[src/rtl/dpot_sqrt.sv]
// ----------------------------------------------------------------------------
// dpot_sqrt: pipelined restoring integer square root
// Two result bits per stage; carries a side payload along with the root.
// ----------------------------------------------------------------------------
module dpot_sqrt #(
    parameter int RW = 24,     // root width
    parameter int SW = 1       // side payload width
) (
    input  logic            i_clk,
    input  logic            i_rst_n,
    input  logic            i_en,
    input  logic            i_valid,
    input  logic [2*RW-1:0] i_rad,
    input  logic [SW-1:0]   i_side,
    output logic            o_valid,
    output logic [RW-1:0]   o_root,
    output logic [SW-1:0]   o_side
);
    localparam int NS = (RW + 1) / 2;
    localparam int RWE = 2 * NS;
    localparam int MW = RWE + 3;     // partial remainder width

    logic [2*RWE-1:0] r_rad  [NS+1];
    logic [MW-1:0]    r_rem  [NS+1];
    logic [RWE-1:0]   r_root [NS+1];
    logic [SW-1:0]    r_side [NS+1];
    logic [NS:0]      r_vld;

    always_comb begin
        r_rad[0]  = (2*RWE)'(i_rad);
        r_rem[0]  = '0;
        r_root[0] = '0;
        r_side[0] = i_side;
        r_vld[0]  = i_valid;
    end

    for (genvar s = 0; s < NS; s++) begin : g_st
        logic [MW-1:0]  n_x1, n_t1, n_m1, n_x2, n_t2, n_rem;
        logic [RWE-1:0] n_r1, n_root;
        always_comb begin
            // first bit: bring down two radicand bits, try 4*root + 1
            n_x1 = {r_rem[s][MW-3:0], r_rad[s][2*RWE-1 -: 2]};
            n_t1 = MW'({r_root[s], 2'b01});
            if (n_x1 >= n_t1) begin
                n_m1 = n_x1 - n_t1;
                n_r1 = {r_root[s][RWE-2:0], 1'b1};
            end else begin
                n_m1 = n_x1;
                n_r1 = {r_root[s][RWE-2:0], 1'b0};
            end
            // second bit
            n_x2 = {n_m1[MW-3:0], r_rad[s][2*RWE-3 -: 2]};
            n_t2 = MW'({n_r1, 2'b01});
            if (n_x2 >= n_t2) begin
                n_rem  = n_x2 - n_t2;
                n_root = {n_r1[RWE-2:0], 1'b1};
            end else begin
                n_rem  = n_x2;
                n_root = {n_r1[RWE-2:0], 1'b0};
            end
        end
        always_ff @(posedge i_clk) begin
            if (!i_rst_n) begin
                r_vld[s+1] <= 1'b0;
            end else if (i_en) begin
                r_vld[s+1] <= r_vld[s];
            end
            if (i_en) begin
                r_rad[s+1]  <= r_rad[s] << 4;
                r_rem[s+1]  <= n_rem;
                r_root[s+1] <= n_root;
                r_side[s+1] <= r_side[s];
            end
        end
    end

    assign o_valid = r_vld[NS];
    assign o_root  = r_root[NS][RW-1:0];
    assign o_side  = r_side[NS];
endmodule

[config.mk]
export PLATFORM = sky130hd
export DESIGN_NAME = dpot_sqrt
export DESIGN_NICKNAME = d
export VERILOG_FILES = /design/src/rtl/dpot_sqrt.sv
export SDC_FILE = /design/constraint.sdc
export NUM_CORES = 2
export LEC_CHECK = 0
export ABC_AREA = 1
export BUFFER_PORTS_ARGS = -buffer_cell sky130_fd_sc_hd__buf_2
export CELL_PAD_IN_SITES_DETAIL_PLACEMENT = 0
export CELL_PAD_IN_SITES_GLOBAL_PLACEMENT = 1
export CORE_UTILIZATION = 50
export CTS_CLUSTER_SIZE = 20
export DETAILED_ROUTE_END_ITERATION = 8
export PLACE_DENSITY_LB_ADDON = 0.1
export SYNTH_ARGS = -nofsm -noshare
export SYNTH_HDL_FRONTEND = slang
export SYNTH_SLANG_ARGS = --single-unit
[constraint.sdc]
create_clock -name i_clk -period 10.91 [get_ports i_clk]
set_clock_uncertainty 0.2 [all_clocks]
set_input_delay 0.5455 -clock i_clk [delete_from_list [all_inputs] [get_ports i_clk]]
set_output_delay 0.5455 -clock i_clk [all_outputs]
set_load 0.02 [all_outputs]
* After elaboration in Yosys (flattened, before gate mapping)
Cells that the tools add are included.
** Storage, ports and cells
- Bits of input ports :: 53
- Logic and storage cells :: 152
- Bits in registers :: 719
** Cells by class
- $add $sub $neg :: 23
- $lt $le $gt $ge :: 24
- Muxes and demuxes :: 47
** Operators with widths (count)
- $mux W25 :: 23
- $ge A27 B10 Y1 :: 1
- $ge A27 B11 Y1 :: 1
- $ge A27 B12 Y1 :: 1
- $ge A27 B13 Y1 :: 1
- $ge A27 B14 Y1 :: 1
- $ge A27 B15 Y1 :: 1
- $ge A27 B16 Y1 :: 1
- $ge A27 B17 Y1 :: 1
- $ge A27 B18 Y1 :: 1
- $ge A27 B19 Y1 :: 1
- $ge A27 B20 Y1 :: 1
- $ge A27 B21 Y1 :: 1
- $ge A27 B22 Y1 :: 1
- $ge A27 B23 Y1 :: 1
- $ge A27 B24 Y1 :: 1
- $ge A27 B25 Y1 :: 1
- $ge A27 B3 Y1 :: 1
- $ge A27 B4 Y1 :: 1
- $ge A27 B5 Y1 :: 1
- $ge A27 B6 Y1 :: 1
- $ge A27 B7 Y1 :: 1
- $ge A27 B8 Y1 :: 1
- $ge A27 B9 Y1 :: 1
- 25 further kinds :: 48

* Longest topological paths before layout
- Depth after elaboration :: 4
- Gate-level depth with buffers :: 30
- Mapped depth without buffers :: 28

* Least setup slack after synthesis
Ideal clock, no wire load.
- Path kind :: register -> register
- Start point :: register r_rem, in the netlist g_st[8].n_x1[9]
- End point :: register r_rem, in the netlist g_st[9].n_x1[14], data pin
- Setup slack :: 6.685 ns
- Setup time :: 0.258 ns
- Stages on the path, launching flop included :: 29
- Clock period less this slack :: 4.225 ns
- Arrival time :: 3.766 ns
- Required time :: 10.452 ns
- Cells stage by stage :: edfxtp_1 -> ha_1 -> nand2_1 -> nor2_1 -> nand2_1 -> nor2_1 -> nand2_1 -> nand2_1 -> nor2_1 -> nand2_2 -> buf_4 -> clkinv_1 -> clkbuf_1 -> nand2_1 -> o21ai_0 -> ha_1 -> a21oi_1 -> o21ai_0 -> a21oi_1 -> nor3_1 -> nor3_1 -> o21ai_0 -> inv_1 -> nand2_1 -> nor2_1 -> nand2_2 -> inv_2 -> buf_2 -> o21ai_1
** On the way
- Word-level cells in the longest chain between the ends :: 4
** RTL lines
- start, declared :: RTL line 24 : logic [MW-1:0] r_rem [NS+1];
- start signal, assigned by index :: RTL line 70 : r_rem[s+1] <= n_rem;
- $ge A27 B18 Y1 (*) :: RTL line 44 : if (n_x1 >= n_t1) begin
- $mux W1 (*) :: RTL line 44
- via g_st[8].n_r1[0] :: RTL line 39 : logic [RWE-1:0] n_r1, n_root;
- $sub A25 B19 Y25 or $ge A27 B19 Y1 (tied branches) :: RTL line 55, 54
- $mux W25 (*) :: RTL line 54 : if (n_x2 >= n_t2) begin
- via g_st[8].n_rem[12] :: RTL line 38 : logic [MW-1:0] n_x1, n_t1, n_m1, n_x2, n_t2, n_rem;
The timed path passes the listed nets; every way through them passes the cells marked *.
A chain may end at the register's enable or synchronous reset.

* Worst setup path after layout
- Start point :: register r_root, in the netlist g_st[9].n_t1[3]
- End point :: register r_rem, in the netlist g_st[10].n_x1[13], data pin
** On the way
- Word-level cells in the longest chain between the ends :: 4
** RTL lines
- start, declared :: RTL line 25 : logic [RWE-1:0] r_root [NS+1];
- start signal, assigned by index :: RTL line 71 : r_root[s+1] <= n_root;
- $sub A25 B20 Y25 or $ge A27 B20 Y1 (tied branches) :: RTL line 45, 44
- $mux W25 or $mux W1 (tied branches) :: RTL line 44
- $sub A25 B21 Y25 or $ge A27 B21 Y1 (tied branches) :: RTL line 55, 54
- $mux W25 (*) :: RTL line 54
- via g_st[9].n_rem[11] :: RTL line 38
Marks and branches as above.

==> flow_summary.json <==
{
  "status": "completed",
  "syn_to_final_growth_pct": 9.49,
  "start_kind": "flip-flop",
  "layout_commonest_cell": "nand2_1",
  "p_int_mw": 6.98,
  "numCtsBuffers": 80,
  "path_delay_family": "buffers and inverters",
  "worst_ep_arrival_time_ns": 6.65,
  "synth_edf_count": 692,
  "clock_path_buffers": 3,
  "crit_fanout": 27,
  "io_buffer_count": 78,
  "hold_path_class": "input pin to flip-flop",
  "placed_cells": 8113,
  "end_kind": "flip-flop",
  "clkTransAtPathRegs_ns": 0.06,
  "netSwitchingFraction": 0.431,
  "wl_met2_um": 68300,
  "synthCells": 6730,
  "m1WireLength_um": 67800,
  "antenna_found_initial": 5,
  "wl_um": 147000,
  "core_area_mm2": 0.102,
  "relSlewSlack": 0.295,
  "period_minus_slack_ns": 6.45,
  "final_cells": 8311,
  "topRoutingLayerUsed": "met4",
  "rsz0062_at_grt": "false",
  "combPwrFrac": 0.460,
  "p_clk_frac": 0.224,
  "ir_worst_vdd_v": 0.000137,
  "power_leakage_nw": 25.7,
  "viasPerCell": 5.34,
  "hpwl_um": 118000,
  "drive_gt1_frac": 0.0638,
  "crit_required_ns": 11.11,
  "antennaDiodeCount": 0,
  "rows": 117,
  "cts.sinks": 704,
  "cts-resized-gates": 0,
  "p_seq_frac": 0.316,
  "grt_pass1_wl_um": 229000,
  "htree_levels": 3,
  "fmax_mhz": 155,
  "cts_tree": "done",
  "tightest_slew_ns": 1.06,
  "drtIter0Drc": 3404,
  "drv_cap": 0,
  "fin_setup_tns_ns": 0,
  "die_h_um": 322,
  "ys_seq_elements": 704,
  "grt_use_total": 0.283,
  "drc": 0,
  "synth_area_per_cell_um2": 7.63,
  "top_level_ports": 79,
  "die_x_um": 322,
  "ys_types": 67,
  "worstSkewPairLatency_ns": 0.67,
  "grt_pass1_vias": 41621,
  "die-area_mm2": 0.104,
  "ant_nets": 0,
  "layout_common_cells": "1958 x nand2_1, 961 x inv_1, 692 x edfxtp_1",
  "wl_per_cell_um": 17.7,
  "path_class": "flip-flop to flip-flop",
  "finalCritPeriodShare": 0.591,
  "wl_met3_um": 7530,
  "cpMaxStageDelayCell": "clkinv_1",
  "switchingPower_mw": 5.28,
  "p_per_area_mw_per_mm2": 218,
  "grt_overflow_total": 0,
  "final-hold-violation-count": 0,
  "start_util": 0.505,
  "setup_viol": 0,
  "slowest_delay_ns": 0.65,
  "path_cells": "inv_1 -> ha_1 -> nand2_1 -> nor2_1 -> inv_1 -> nor2_1 -> nand2_1 -> nand3_1 -> nand2_1 -> nand3_1 -> buf_4 -> clkinv_1 -> o21ai_0 -> ha_1 -> a21oi_1 -> nor2_1 -> nor2_1 -> o21ai_0 -> a21oi_1 -> o21ai_0 -> nand2_1 -> nand3_2 -> inv_2 -> o21ai_0",
  "yosysWarnings": 0,
  "dr.pass1.iters": 8,
  "vias": 44400,
  "yosysSeqAreaShare": 0.409,
  "netlist_area_mm2": 0.0513,
  "final_nets": 7251,
  "synthArstFlopShare": 0,
  "drv_slew": 0,
  "cp.buffers_inverters": 5,
  "ys.flop_type": "edfxtp_1",
  "grt_max_degree": 187,
  "cts-root-buf": "clkbuf_16",
  "gp_congestion": 0.977
}
-- path summary, 6_finish.rpt --
path / start / endpoint / slack [ns] / depth (start not counted)
setup reg to reg: g_st[9].n_t1[3] / g_st[10].n_x1[13] / 4.46 / 24
hold reg to reg: r_rad[420] / r_rad[376] / 0.21 / 0
setup / recovery: g_st[9].n_t1[3] / g_st[10].n_x1[13] / 4.46 / 24
hold / removal: i_rad[46] / g_st[1].n_x1[4] / 0.07 / 2
-- routing by layer --
layer / vias up / global-route usage
met4: 0 / 0.0822
met3: 211 / 0.0266
met2: 1164 / 0.470
met5: - / 0
met1: 20469 / 0.390
li1: 22556 / -
-- registers in the layout, summed over array words and instances, names as in the netlist --
name	cells
g_st.n_x1	282
o_root	24
r_rad	220
o_valid	1
g_st.n_t1	132
g_st.n_x2	22
r_side	11
r_vld	11
o_side	1
-- timing repair --
item,4_1_cts,5_1_grt
endpoints found under the setup margin,0,0
endpoints found under the hold margin,50,0
hold buffers,50,0
setup buffers,0,0
-- cells in the mapped netlist, types with 24 or more instances --
master | number | area (um^2)
edfxtp_1 | 692 | 20800
inv_1 | 961 | 3610
clkbuf_1 | 25 | 93.8
nor3_1 | 76 | 380
nand3_2 | 24 | 240
o21ai_1 | 49 | 245
nor2_2 | 37 | 231
nor2_1 | 633 | 2380
nand2_1 | 1958 | 7350
o21a_1 | 25 | 188
nand3b_1 | 31 | 233
o21bai_1 | 28 | 210
o21ai_0 | 324 | 1620
nand2_2 | 33 | 206
xnor2_1 | 113 | 990
nand4_1 | 143 | 895
a21oi_1 | 355 | 1780
nand3_1 | 469 | 2350
inv_2 | 38 | 143
ha_1 | 321 | 4020
xor2_1 | 131 | 1150
-- area by class of cell --
| type | count | area (um^2) |
|---|---|---|
| clock inverter | 54 | 559 |
| inverter | 1009 | 3790 |
| multi-input combinational | 4942 | 26000 |
| tap | 1368 | 1710 |
| fill | 9877 | 45500 |
| clock buffer | 94 | 2100 |
| timing repair buffer | 140 | 1020 |
| sequential | 704 | 21000 |
-- cell families (layout without fill, tap and decap cells) --
kind of cell             after synthesis  in the layout  synth area share
AND/OR/NAND/NOR                     3486           3486             0.291
buffers and inverters               1086           1297            0.0841
AO/OA/AOI/OAI                        886            886            0.0951
flip-flops                           704            704             0.409
adder cells (fa/ha/maj)              321            321            0.0782
XOR/XNOR                             245            245            0.0419
other                                  1              3         0.0000730
multiplexers                           1              1          0.000195
-- power by group through the flow --
stage	registers, mW	logic [mW]	clock network, mW
4_1_cts	3.88	5.58	2.81
6_report	3.88	5.64	2.74
3_3_place_gp	3.93	5.54	0
3_5_place_dp	3.94	5.54	0
2_1_floorplan	3.77	4.09	0
5_1_grt	3.92	6.38	2.90
-- per-stage QoR --
stage / setup slack, ns / hold slack, ns / power, mW / utilization / area (um^2)
global route: 3.93 / 0.0624 / 13.2 / 0.553 / 56200
detailed placement: 4.56 / 0.205 / 9.48 / 0.521 / 53100
CTS: 4.53 / 0.0272 / 12.3 / 0.553 / 56200
global placement: 4.59 / 0.200 / 9.47 / 0.521 / 53100
floorplan: 6.69 / 0.200 / 7.86 / - / 51400
finish: 4.46 / 0.0749 / 12.3 / 0.553 / 56200
Note: power is estimated with default switching activity, not from simulation.
